<file path="src/hdl/box_blur_3x3_edge_aware_defines.svh">
// Assertion helpers
`ifndef BOX_BLUR_3X3_EDGE_AWARE_DEFINES_SVH
`define BOX_BLUR_3X3_EDGE_AWARE_DEFINES_SVH
`define BB_ASSERT(lbl, prop, msg) \
  lbl: assert property (@(posedge clk) disable iff (rst) prop) else $error(msg);
`define BB_ASSERT_RST(lbl, prop, msg) \
  lbl: assert property (@(posedge clk) prop) else $error(msg);
`endif

</file>
<file path="src/hdl/bb3_pkg.sv">
package bb3_pkg;
  localparam int MaxWidth  = 1024;
  localparam int MaxHeight = 1024;
  localparam int ColW      = $clog2(MaxWidth);
  localparam int RowW      = $clog2(MaxHeight);
  localparam int CfgW      = 11;
  localparam int StoreDepth = 3 * MaxWidth;
  localparam int AddrW     = $clog2(StoreDepth);

  localparam logic CFG_WIDTH  = 1'b0;
  localparam logic CFG_HEIGHT = 1'b1;

  typedef struct packed {
    logic [7:0] in_red;
    logic [7:0] in_green;
    logic [7:0] in_blue;
  } pix_in_t;

  typedef struct packed {
    logic [7:0] out_red;
    logic [7:0] out_green;
    logic [7:0] out_blue;
    logic [RowW-1:0] out_row;
    logic [ColW-1:0] out_col;
    logic frame_done;
  } pix_out_t;

  // one output position to compute
  typedef struct packed {
    logic [RowW-1:0] row;
    logic [ColW-1:0] col;
    logic [1:0] slot_lo;   // line-store slot of row-1
    logic [1:0] slot_mid;
    logic [1:0] slot_hi;
    logic top;             // row-1 outside frame
    logic bot;             // row+1 outside frame
    logic lft;
    logic rgt;
    logic last;
  } job_t;

  // round(sum/n) half up for n in {1,2,3,4,6,9}, sum <= 9*255
  function automatic logic [7:0] round_mean(input logic [11:0] sum, input logic [3:0] n);
    logic [12:0] num;
    logic [25:0] prod;
    logic [12:0] q;
    logic [13:0] rem;
    logic [12:0] recip;
    num = {sum, 1'b0} + 13'(n);
    unique case (n)
      4'd1: recip = 13'd4096;
      4'd2: recip = 13'd2048;
      4'd3: recip = 13'd1366;
      4'd4: recip = 13'd1024;
      4'd6: recip = 13'd683;
      4'd9: recip = 13'd456;
      default: recip = 13'd4096;
    endcase
    prod = 26'(num) * 26'(recip);
    q = 13'(prod >> 13);
    // quotient may be one high; correct
    rem = 14'(num) - 14'(q) * 14'({n, 1'b0});
    if (rem[13]) q = q - 13'd1;
    return q[7:0];
  endfunction
endpackage

</file>
<file path="src/hdl/bb3_back.sv">
module bb3_back (
  input  logic clk,
  input  logic rst,
  input  logic job_valid,
  output logic job_ready,
  input  bb3_pkg::job_t job,
  output logic [bb3_pkg::AddrW-1:0] rd_addr,
  input  logic [23:0] rd_data,
  output logic out_valid,
  input  logic out_ready,
  output bb3_pkg::pix_out_t out_pix
);
  import bb3_pkg::*;

  typedef enum logic [2:0] {
    S_IDLE = 3'b001,
    S_READ = 3'b010,
    S_DONE = 3'b100
  } state_t;

  state_t state;
  job_t cur;
  logic [3:0] step;      // 0..8 tap index issued
  logic [3:0] step_d;
  logic tap_ok, tap_ok_d, rd_pend;
  logic [11:0] sum_r, sum_g, sum_b;
  logic [3:0] cnt;
  logic [1:0] tr, tc;
  logic [1:0] tslot;
  logic [ColW-1:0] tcol;

  always_comb begin
    tr = (step >= 4'd6) ? 2'd2 : (step >= 4'd3) ? 2'd1 : 2'd0;
    tc = 2'(step - 4'(tr) * 4'd3);
    unique case (tr)
      2'd0: tslot = cur.slot_lo;
      2'd1: tslot = cur.slot_mid;
      default: tslot = cur.slot_hi;
    endcase
    tcol = cur.col + ColW'(tc) - ColW'(1);
    tap_ok = !((tr == 2'd0) && cur.top) && !((tr == 2'd2) && cur.bot) &&
             !((tc == 2'd0) && cur.lft) && !((tc == 2'd2) && cur.rgt);
    rd_addr = AddrW'(tslot) * AddrW'(MaxWidth) + AddrW'(tcol);
  end

  assign job_ready = (state == S_IDLE);
  assign out_valid = (state == S_DONE);

  always_ff @(posedge clk) begin
    if (rst) begin
      state <= S_IDLE;
      rd_pend <= 1'b0;
      step <= '0;
    end else begin
      unique case (state)
        S_IDLE: begin
          if (job_valid) begin
            cur <= job;
            step <= '0;
            rd_pend <= 1'b0;
            sum_r <= '0; sum_g <= '0; sum_b <= '0; cnt <= '0;
            state <= S_READ;
          end
        end
        S_READ: begin
          if (rd_pend && tap_ok_d) begin
            sum_r <= sum_r + 12'(rd_data[23:16]);
            sum_g <= sum_g + 12'(rd_data[15:8]);
            sum_b <= sum_b + 12'(rd_data[7:0]);
            cnt <= cnt + 4'd1;
          end
          if (step_d == 4'd8 && rd_pend) begin
            rd_pend <= 1'b0;
            state <= S_DONE;
          end else begin
            rd_pend <= 1'b1;
            tap_ok_d <= tap_ok;
            step_d <= step;
            if (step != 4'd8) step <= step + 4'd1;
          end
        end
        S_DONE: begin
          if (out_ready) state <= S_IDLE;
        end
        default: state <= S_IDLE;
      endcase
    end
  end

  always_comb begin
    out_pix.out_red = round_mean(sum_r, cnt);
    out_pix.out_green = round_mean(sum_g, cnt);
    out_pix.out_blue = round_mean(sum_b, cnt);
    out_pix.out_row = cur.row;
    out_pix.out_col = cur.col;
    out_pix.frame_done = cur.last;
  end
endmodule

</file>
<file path="config.mk">
export PLATFORM = sky130hd
export DESIGN_NAME = bb3_back
export DESIGN_NICKNAME = d
export VERILOG_FILES = /design/src/hdl/box_blur_3x3_edge_aware_defines.svh /design/src/hdl/bb3_pkg.sv /design/src/hdl/bb3_back.sv
export SDC_FILE = /design/constraint.sdc
export NUM_CORES = 1
export LEC_CHECK = 0
export BUFFER_PORTS_ARGS = -buffer_cell sky130_fd_sc_hd__buf_2
export CAP_MARGIN = 20
export CELL_PAD_IN_SITES_DETAIL_PLACEMENT = 1
export CELL_PAD_IN_SITES_GLOBAL_PLACEMENT = 1
export CORE_MARGIN = 2
export CORE_UTILIZATION = 35
export DETAILED_ROUTE_END_ITERATION = 8
export HOLD_SLACK_MARGIN = 0.1
export PLACE_DENSITY = 0.59
export SKIP_LAST_GASP = 1
export SLEW_MARGIN = 10
export SYNTH_ARGS = -nofsm -noshare
export SYNTH_HDL_FRONTEND = slang
export SYNTH_SLANG_ARGS = --single-unit
</file>
<file path="constraint.sdc">
create_clock -name clk -period 37.3 [get_ports clk]
set_input_delay 3.73 -clock clk [delete_from_list [all_inputs] [get_ports clk]]
set_output_delay 3.73 -clock clk [all_outputs]
set_load 0.005 [all_outputs]
</file>
==> results.cfg <==
[run_status]
status = finished clean

[worst_setup_path]
arrival_ns = 14.71
critPathMaxStageDelay_ns = 0.76
r2r-start = sum_r[1]
crit_top_cell = fa_1
critical_path.startpoint = cnt[1]
required_ns = 33.57
regToRegEndpoint = sum_r[11]
worstPathMaxFanout = 24
end_kind = primary output
startpoint_type = flip-flop
reg2reg_slack_ns = 34.57
cpMaxStageDelayCell = nand2_1
endpoint = out_pix[44]
rr_worst_depth = 12
critical_path_class = flip-flop to primary output

[floorplanning]
die_h_um = 272
dieArea_um2 = 74200
die_w_um = 272
ioPinCount = 118
fp-row-count = 98
design.core.area_um2 = 71400
start_util_pct = 35.3

[cells_and_area]
multiInputGateArea_um2 = 19700
drive_gt1_share_pct = 6.09
area_growth_pct = 7.50
layout.cells.most_common_list = 698 x inv_1, 411 x fa_1, 336 x ha_1
final_cells = 3907
nFillCells = 8481
nets = 3757
regArea_um2 = 2440
final_common_cell = inv_1

[job]
maxCapViolCount = 0

[cts]
clock-sinks = 84
cts_setup_buffers = 0
clockBufferDepth = 2
cts_buffers = 9
root_buffer = clkbuf_16
cts.clk_slew.worst_paths_ns = 0.06
clkLatencyLatePin_ns = 0.35
ctsHoldBuffers = 0
cts_tree = yes
htreeDepth = 3
cts-resized-gates = 0

[timing]
worstMarginPinSlew_ns = 1.16
fin_crit_ns = 18.44
slew_headroom_pct = 22.7
drv_slew = 0
clock_skew_ns = 0.00605
final-setup-viol-count = 0
rsz0062_at_grt = false
hold_viol = 0
clock.fmax_ghz = 0.0542
fin_crit_sh_pct = 49.4
setup_tns_ns = 0

[global_routing]
grtUsageTotal_pct = 21.1
grt-ovfl-total = 0
grt_pass1_wl_mm = 122
grt_max_degree = 46
antenna_found_initial = 4
grt_pass1_vias = 22100

[route]
vias_per_cell = 5.02
num_vias = 19600
first_iter_violations = 870
drc_errors = 0
wl_per_cell_um = 19.5
wirelength_mm = 76.0
ant_nets = 0
dr.pass1.iters = 5

[power_and_ir_drop]
design_power_total_w = 0.00112
peakVddDrop_mv = 0.0282
p_leak_nw = 14.7
p_per_area_nw_per_um2 = 41.4

[logic_synthesis]
syn_area_per_cell_um2 = 8.74
netlist_instances = 2885
synth_seq_cells = 84
yosys.cell_types.count = 78
ys_warn_count = 0
yosys.area_share.simple_pct = 14.2
muxShareOfSynthArea_pct = 0.377
seq_area_frac_synth_pct = 9.69
synth_top_family_by_area = adder cells
synth_ff_type = edfxtp_1
synth_compound_area_share_pct = 8.34
synth_fa_ha_area_share_pct = 49.3
synth_edf_count = 76
netlist_area_um2 = 25200
syn-num-nets = 3691
synth_xor_area_share_pct = 5.93
async_flop_share_pct = 0

[placement]
hpwl_mm = 65.8
port-buffer-count = 117
gp_congestion = 0.904
dp_cells = 3889

[min_path]
hp-class = flip-flop to flip-flop
==> power breakdown <==
group / switching, W / internal, W / total, W
Clock: 0.0000381 / 0.0000515 / 0.0000896
Sequential: 0.00000387 / 0.000107 / 0.000111
Combinational: 0.000541 / 0.000379 / 0.000920
==> critical path, delay by kind of cell, from the launching register on <==
family                   cells  cell delay, ns
AO/OA/AOI/OAI               13            2.73
XOR/XNOR                     5            1.41
adder cells (fa/ha/maj)     11            4.74
flip-flops                   1            0.61
AND/OR/NAND/NOR             13            3.98
buffers and inverters        7            0.87
==> through the flow <==
step	util, %	cell area (um2)	setup WS (ns)	hold WS, ns
global route	38.0	27100	17.87	0.525
CTS	37.9	27100	18.75	0.501
finish	38.0	27100	18.86	0.503
floorplan	-	25200	21.20	0.447
global placement	37.5	26800	19.64	0.471
detailed placement	37.5	26800	19.15	0.492
==> logic make-up after synthesis <==
logic type	after synthesis
buffers and inverters	790
AND/OR/NAND/NOR	772
adder cells (fa/ha/maj)	747
AO/OA/AOI/OAI	324
XOR/XNOR	159
flip-flops	84
multiplexers	9
==> worst min path at each step <==
| stage | cells past startpoint | startpoint | end | slack, ns |
|---|---|---|---|---|
| finish | 2 | rd_pend | rd_pend | 0.50 |
| global route | 2 | rd_pend | rd_pend | 0.52 |
| CTS | 2 | rd_pend | rd_pend | 0.50 |
| detailed placement | 2 | rd_pend | rd_pend | 0.49 |
| global placement | 2 | rd_pend | rd_pend | 0.47 |
| floorplan | 0 | step[2] | step_d[2] | 0.45 |
==> synth_stat cells, types with 40 or more instances <==
library cell	instances	area (um2)
a21o_1	49	368
edfxtp_1	76	2280
clkbuf_1	63	236
xor2_1	58	508
o21ai_0	49	245
inv_1	698	2620
xnor2_1	94	823
a21oi_1	106	531
ha_1	336	4200
and2_1	71	444
nor2_1	236	886
nand2_1	256	961
nor3_1	40	200
fa_1	411	8230
==> cell type report <==
class	count	share of cell area, %
diodes	1	0.00924
well taps	950	4.39
inverters	699	9.68
repair buffers	146	2.98
clock buffers	9	0.831
clock inverters	7	0.249
flip-flops and latches	84	9.01
multi-input cells	2011	72.8
==> metal layers <==
layer  wire length (um)  track usage (%)  vias up
met5                 32                0        -
met4               1720             4.76        6
met3               2980             2.58       71
met2              36800             36.5      337
met1              34500             28.1    10000
li1                   -                -     9133
==> registers in the layout (all words and copies together), names as in the netlist <==
signal,count
sum_r,12
out_pix,21
step,4
cnt,4
sum_b,12
sum_g,12
cur,10
state,3
tap_ok_d,1
rd_pend,1
step_d,4
No activity file was read; power rests on OpenSTA's default activity.
