`src/hdl/box_blur_3x3_edge_aware_defines.svh`:
```
// Assertion helpers
`ifndef BOX_BLUR_3X3_EDGE_AWARE_DEFINES_SVH
`define BOX_BLUR_3X3_EDGE_AWARE_DEFINES_SVH
`define BB_ASSERT(lbl, prop, msg) \
  lbl: assert property (@(posedge clk) disable iff (rst) prop) else $error(msg);
`define BB_ASSERT_RST(lbl, prop, msg) \
  lbl: assert property (@(posedge clk) prop) else $error(msg);
`endif

```
`src/hdl/bb3_pkg.sv`:
```
package bb3_pkg;
  localparam int MaxWidth  = 1024;
  localparam int MaxHeight = 1024;
  localparam int ColW      = $clog2(MaxWidth);
  localparam int RowW      = $clog2(MaxHeight);
  localparam int CfgW      = 11;
  localparam int StoreDepth = 3 * MaxWidth;
  localparam int AddrW     = $clog2(StoreDepth);

  localparam logic CFG_WIDTH  = 1'b0;
  localparam logic CFG_HEIGHT = 1'b1;

  typedef struct packed {
    logic [7:0] in_red;
    logic [7:0] in_green;
    logic [7:0] in_blue;
  } pix_in_t;

  typedef struct packed {
    logic [7:0] out_red;
    logic [7:0] out_green;
    logic [7:0] out_blue;
    logic [RowW-1:0] out_row;
    logic [ColW-1:0] out_col;
    logic frame_done;
  } pix_out_t;

  // one output position to compute
  typedef struct packed {
    logic [RowW-1:0] row;
    logic [ColW-1:0] col;
    logic [1:0] slot_lo;   // line-store slot of row-1
    logic [1:0] slot_mid;
    logic [1:0] slot_hi;
    logic top;             // row-1 outside frame
    logic bot;             // row+1 outside frame
    logic lft;
    logic rgt;
    logic last;
  } job_t;

  // round(sum/n) half up for n in {1,2,3,4,6,9}, sum <= 9*255
  function automatic logic [7:0] round_mean(input logic [11:0] sum, input logic [3:0] n);
    logic [12:0] num;
    logic [25:0] prod;
    logic [12:0] q;
    logic [13:0] rem;
    logic [12:0] recip;
    num = {sum, 1'b0} + 13'(n);
    unique case (n)
      4'd1: recip = 13'd4096;
      4'd2: recip = 13'd2048;
      4'd3: recip = 13'd1366;
      4'd4: recip = 13'd1024;
      4'd6: recip = 13'd683;
      4'd9: recip = 13'd456;
      default: recip = 13'd4096;
    endcase
    prod = 26'(num) * 26'(recip);
    q = 13'(prod >> 13);
    // quotient may be one high; correct
    rem = 14'(num) - 14'(q) * 14'({n, 1'b0});
    if (rem[13]) q = q - 13'd1;
    return q[7:0];
  endfunction
endpackage

```
`src/hdl/bb3_front.sv`:
```
module bb3_front (
  input  logic clk,
  input  logic rst,
  input  logic cfg_we,
  input  logic cfg_index,
  input  logic [bb3_pkg::CfgW-1:0] cfg_data,
  input  logic in_valid,
  output logic in_ready,
  input  bb3_pkg::pix_in_t in_pix,
  output logic st_we,
  output logic [bb3_pkg::AddrW-1:0] st_addr,
  output logic [23:0] st_data,
  output logic job_valid,
  input  logic job_ready,
  output bb3_pkg::job_t job
);
  import bb3_pkg::*;

  logic [CfgW-1:0] width_reg, height_reg;
  logic [ColW:0] w_eff;
  logic [RowW:0] h_eff;
  logic [RowW-1:0] row;
  logic [ColW-1:0] col;
  logic [1:0] slot, slot_prev, slot_pp;
  // pending emissions for the accepted pixel: up to 4
  logic [3:0] pend;
  logic [RowW-1:0] p_row;
  logic [ColW-1:0] p_col;
  logic [1:0] p_slot, p_slot_prev, p_slot_pp;
  logic p_rprev, p_rcur, p_cprev, p_ccur;
  logic [1:0] sel;
  logic [RowW-1:0] e_row;
  logic [ColW-1:0] e_col;
  logic e_rowcur;
  logic busy;

  always_comb begin
    if (width_reg == '0) w_eff = (ColW+1)'(1);
    else if (width_reg > CfgW'(MaxWidth)) w_eff = (ColW+1)'(MaxWidth);
    else w_eff = (ColW+1)'(width_reg);
    if (height_reg == '0) h_eff = (RowW+1)'(1);
    else if (height_reg > CfgW'(MaxHeight)) h_eff = (RowW+1)'(MaxHeight);
    else h_eff = (RowW+1)'(height_reg);
  end

  assign busy = (pend != '0);
  // next pixel waits for the back to go idle, so its store write never overtakes a tap read
  assign in_ready = !busy && job_ready;
  assign st_we = in_valid && in_ready;
  assign st_addr = AddrW'(slot) * AddrW'(MaxWidth) + AddrW'(col);
  assign st_data = {in_pix.in_red, in_pix.in_green, in_pix.in_blue};

  // which outputs the incoming pixel completes
  always_comb begin
    p_rprev = (row != '0);
    p_rcur = ((RowW+1)'(row) == h_eff - (RowW+1)'(1));
    p_cprev = (col != '0);
    p_ccur = ((ColW+1)'(col) == w_eff - (ColW+1)'(1));
  end

  // pick the lowest pending emission: bits 0 to 3 are rprev&cprev, rprev&ccur, rcur&cprev, rcur&ccur
  always_comb begin
    priority if (pend[0]) sel = 2'd0;
    else if (pend[1]) sel = 2'd1;
    else if (pend[2]) sel = 2'd2;
    else sel = 2'd3;
    e_rowcur = sel[1];
    e_row = e_rowcur ? p_row : p_row - RowW'(1);
    e_col = sel[0] ? p_col : p_col - ColW'(1);
  end

  assign job_valid = busy;
  always_comb begin
    job.row = e_row;
    job.col = e_col;
    job.slot_mid = e_rowcur ? p_slot : p_slot_prev;
    job.slot_lo  = e_rowcur ? p_slot_prev : p_slot_pp;
    job.slot_hi  = p_slot;
    job.top = (e_row == '0);
    job.bot = ((RowW+1)'(e_row) == h_eff - (RowW+1)'(1));
    job.lft = (e_col == '0);
    job.rgt = ((ColW+1)'(e_col) == w_eff - (ColW+1)'(1));
    job.last = job.bot && job.rgt;
  end

  always_ff @(posedge clk) begin
    if (rst) begin
      width_reg <= CfgW'(MaxWidth);
      height_reg <= CfgW'(MaxHeight);
      row <= '0;
      col <= '0;
      slot <= 2'd0;
      slot_prev <= 2'd2;
      slot_pp <= 2'd1;
      pend <= '0;
    end else if (cfg_we) begin
      if (cfg_index == CFG_WIDTH) width_reg <= cfg_data;
      else height_reg <= cfg_data;
      row <= '0;
      col <= '0;
      slot <= 2'd0;
      slot_prev <= 2'd2;
      slot_pp <= 2'd1;
    end else begin
      if (job_valid && job_ready) pend[sel] <= 1'b0;
      if (st_we) begin
        p_row <= row;
        p_col <= col;
        p_slot <= slot;
        p_slot_prev <= slot_prev;
        p_slot_pp <= slot_pp;
        pend <= {p_rcur && p_ccur, p_rcur && p_cprev, p_rprev && p_ccur, p_rprev && p_cprev};
        if ((ColW+1)'(col) == w_eff - (ColW+1)'(1)) begin
          col <= '0;
          if ((RowW+1)'(row) == h_eff - (RowW+1)'(1)) begin
            row <= '0;
            slot <= 2'd0;
            slot_prev <= 2'd2;
            slot_pp <= 2'd1;
          end else begin
            row <= row + RowW'(1);
            slot <= (slot == 2'd2) ? 2'd0 : slot + 2'd1;
            slot_prev <= slot;
            slot_pp <= slot_prev;
          end
        end else begin
          col <= col + ColW'(1);
        end
      end
    end
  end
endmodule

```
`config.mk`:
```
export PLATFORM = sky130hd
export DESIGN_NAME = bb3_front
export DESIGN_NICKNAME = d
export VERILOG_FILES = /design/src/hdl/box_blur_3x3_edge_aware_defines.svh /design/src/hdl/bb3_pkg.sv /design/src/hdl/bb3_front.sv
export SDC_FILE = /design/constraint.sdc
export NUM_CORES = 1
export LEC_CHECK = 0
export BUFFER_PORTS_ARGS = -buffer_cell sky130_fd_sc_hd__buf_2
export CORE_MARGIN = 2
export CORE_UTILIZATION = 60
export DETAILED_ROUTE_END_ITERATION = 7
export PLACE_DENSITY = 0.83
export SLEW_MARGIN = 40
export SYNTH_ARGS = -nofsm -noshare
export SYNTH_HDL_FRONTEND = slang
export SYNTH_SLANG_ARGS = --single-unit
```
`constraint.sdc`:
```
create_clock -name clk -period 8 [get_ports clk]
set_clock_uncertainty 0.1 [all_clocks]
set_input_delay 1.6 -clock clk [delete_from_list [all_inputs] [get_ports clk]]
set_output_delay 1.6 -clock clk [all_outputs]
set_load 0.01 [all_outputs]
```
==> impl_results.md <==
- Critical path class: reg -> out
- Count leader, synth: nand2_1
- Finished Layout Cells: 750
- Overflow after GRT: 0
- Area grow syn2layout: 6.51%
- Rel. slew slack: 0.376
- CP required: 6.30 ns
- Critical-path cell with the highest stage delay: a2111oi_1
- Seq cells post-synth: 78
- Initial antenna violation count: 0
- Post-CTS sizing: 0
- Vias in the first global route: 4491
- Cell variety after synth: 69
- Worst hold margin: 0.341 ns
- Skew-Pair Late Insertion Delay: 0.36 ns
- DR WL met2: 6190 um
- Crit. End Element: output port
- Area of the multi-input gates: 0.00300 mm2
- Max-cap violation count: 0
- Fillers: 712
- Io pins: 111
- CTS tree: done
- Worst vdd ir: 0.0000991 V
- Setup TNS: 0 ns
- DRT iter0 DRCs: 276
- Die ar.: 0.00948 mm2
- Top Metal Used: met4
- Synthesized area: 0.00523 mm2
- DR WL/cell: 17.6 um
- Post-layout minimum cycle time: 6.08 ns
- First-pass DRT Iterations: 5
- Final period util: 0.760
- Share of layout cells above drive strength 1: 0.164
- Post-synth EDFFs: 26
- Gr usage total: 0.280
- Top post-synthesis cells by area: dfxtp_1, edfxtp_1, xnor2_1
- Via count: 4732
- Inst Count DP: 734
- Async set or reset register ratio after synthesis: 0
- Pwr Density: 145 mW/mm2
- Residual DRC: 0
- Ordered cell list for the critical path: nor4_2 -> a31oi_1 -> or2_2 -> ha_1 -> nor3b_1 -> o211ai_1 -> xnor2_1 -> or4_1 -> a2111oi_1 -> and2_1 -> buf_2
- Critical Path Start Type: flip-flop
- Via density: 6.31
- Total setup buffers inserted after CTS: 0
- Sequential area share after synthesis: 0.348
- M1 WL: 5650 um
- RSZ-0062 raised after global routing: false
- Clock transition at the registers of the reported paths: 0.08 ns
- First-pass GRT wire length: 21800 um
- CP arrival: 4.38 ns
- Worst-Margin Slew: 0.927 ns
- PortBufs: 62
- Delay-heaviest family, CP: simple AND/OR/NAND/NOR gates
- Htree depth: 3
- Antenna Nets Post-Route: 0
- Synth area leader: dfxtp_1
- Place WS: 2.09 ns
- CTS Buf Count: 9
- Synth Instances: 620
- Setup WS post-layout: 1.92 ns
- Critical Path Fanout Max: 8
- WP buf/inv: 1
- CORE AREA: 0.00859 mm2
- DIE HEIGHT: 97.4 um
- Starting Density: 0.609
- Post-synth net total: 669
- Crit path largest cell delay: 0.68 ns
- Maximum buffer depth of the clock tree: 2
- Largest net degree at the start of global routing: 28
- Reg area: 0.00182 mm2
- Root Driver: clkbuf_8
- Hold Path Class: reg -> reg
- Detailed placement HPWL: 9950 um
- Final setup viols: 0
- Post-route total power: 809 uW
- Final net count: 686
- Syn avg cell area: 8.44 um2
- Die X: 97.4 um
- Slew Viols, Final: 0
- Total Wirelength: 13200 um
- Clk sink count: 78
- Top FF cell, synth: dfxtp_1
- Yosys warning total: 0
- Diodes inserted: 0
- Run status: finished, final reports clean
- Synth top cells by count: nand2_1, dfxtp_1, nor2_1
- Metal3 WL: 1050 um
- Synth top area share: 0.199
- FP Rows: 34
- Placer Congestion: 0.911
- Leak: 0.00214 uW
- Final Hold Viols: 0
- Max Clock Freq: 164 MHz
- CTS Hold Bufs: 0
## cell families after synthesis
| family | synth area share |
|---|---|
| AOI/OAI and AO/OA | 0.156 |
| xor gates and xnor gates | 0.106 |
| adders and majority gates | 0.0191 |
| buffers and inverters | 0.0809 |
| DFF | 0.348 |
| muxes | 0.0297 |
| and+or+nand+nor | 0.260 |
## area by class of cell
type,instances,area share
clock buffers,9,0.0222
clock inverters,7,0.00988
inverters,30,0.0202
multi-input cells,455,0.539
flip-flops and latches,78,0.327
well taps,108,0.0243
repair buffers,63,0.0571
## layout by cell type, fill, tap and decap left out, types with 6 or more instances in the layout
cell type,count
o31ai_1,6
nor4_1,18
or4_1,14
nand2_1,67
nand2b_1,13
nor2b_1,8
o21ai_0,19
dfxtp_1,52
clkbuf_8,9
mux2i_1,11
nor3_1,28
and3_1,6
or2_2,8
edfxtp_1,26
a21oi_1,33
xnor2_1,34
or3_1,6
nand4_1,8
xor2_1,24
nand3_1,14
ha_1,8
nor2_1,34
buf_2,62
inv_1,28
o211ai_1,11
## where the power goes
group | switching (uW) | internal [uW] | total (uW) | leakage [uW]
clock | 160 | 117 | 276 | 0.0000901
sequential | 14.3 | 413 | 428 | 0.000680
combinational | 63.4 | 42.0 | 105 | 0.00137
## worst paths after layout
kind                       from           end  slack (ns)  cells past startpoint
hold reg to reg      slot_pp[0]  p_slot_pp[0]        0.34                      0
hold / removal       slot_pp[0]  p_slot_pp[0]        0.34                      0
setup reg to reg  height_reg[2]        row[7]        3.46                     10
setup / recovery   width_reg[6]        job[0]        1.92                     11
## stage by stage
stage           util  area, um2
3_5_place_dp   0.626       5380
5_1_grt        0.648       5570
6_report       0.648       5570
2_1_floorplan      -       5230
3_3_place_gp   0.626       5380
4_1_cts        0.646       5560
## routing by layer
metal / up-vias / global-route usage
met5: - / 0
met3: 43 / 0.0453
li1: 2263 / -
met1: 2211 / 0.381
met4: 0 / 0.103
met2: 215 / 0.453
No activity file was read; power rests on OpenSTA's default activity.
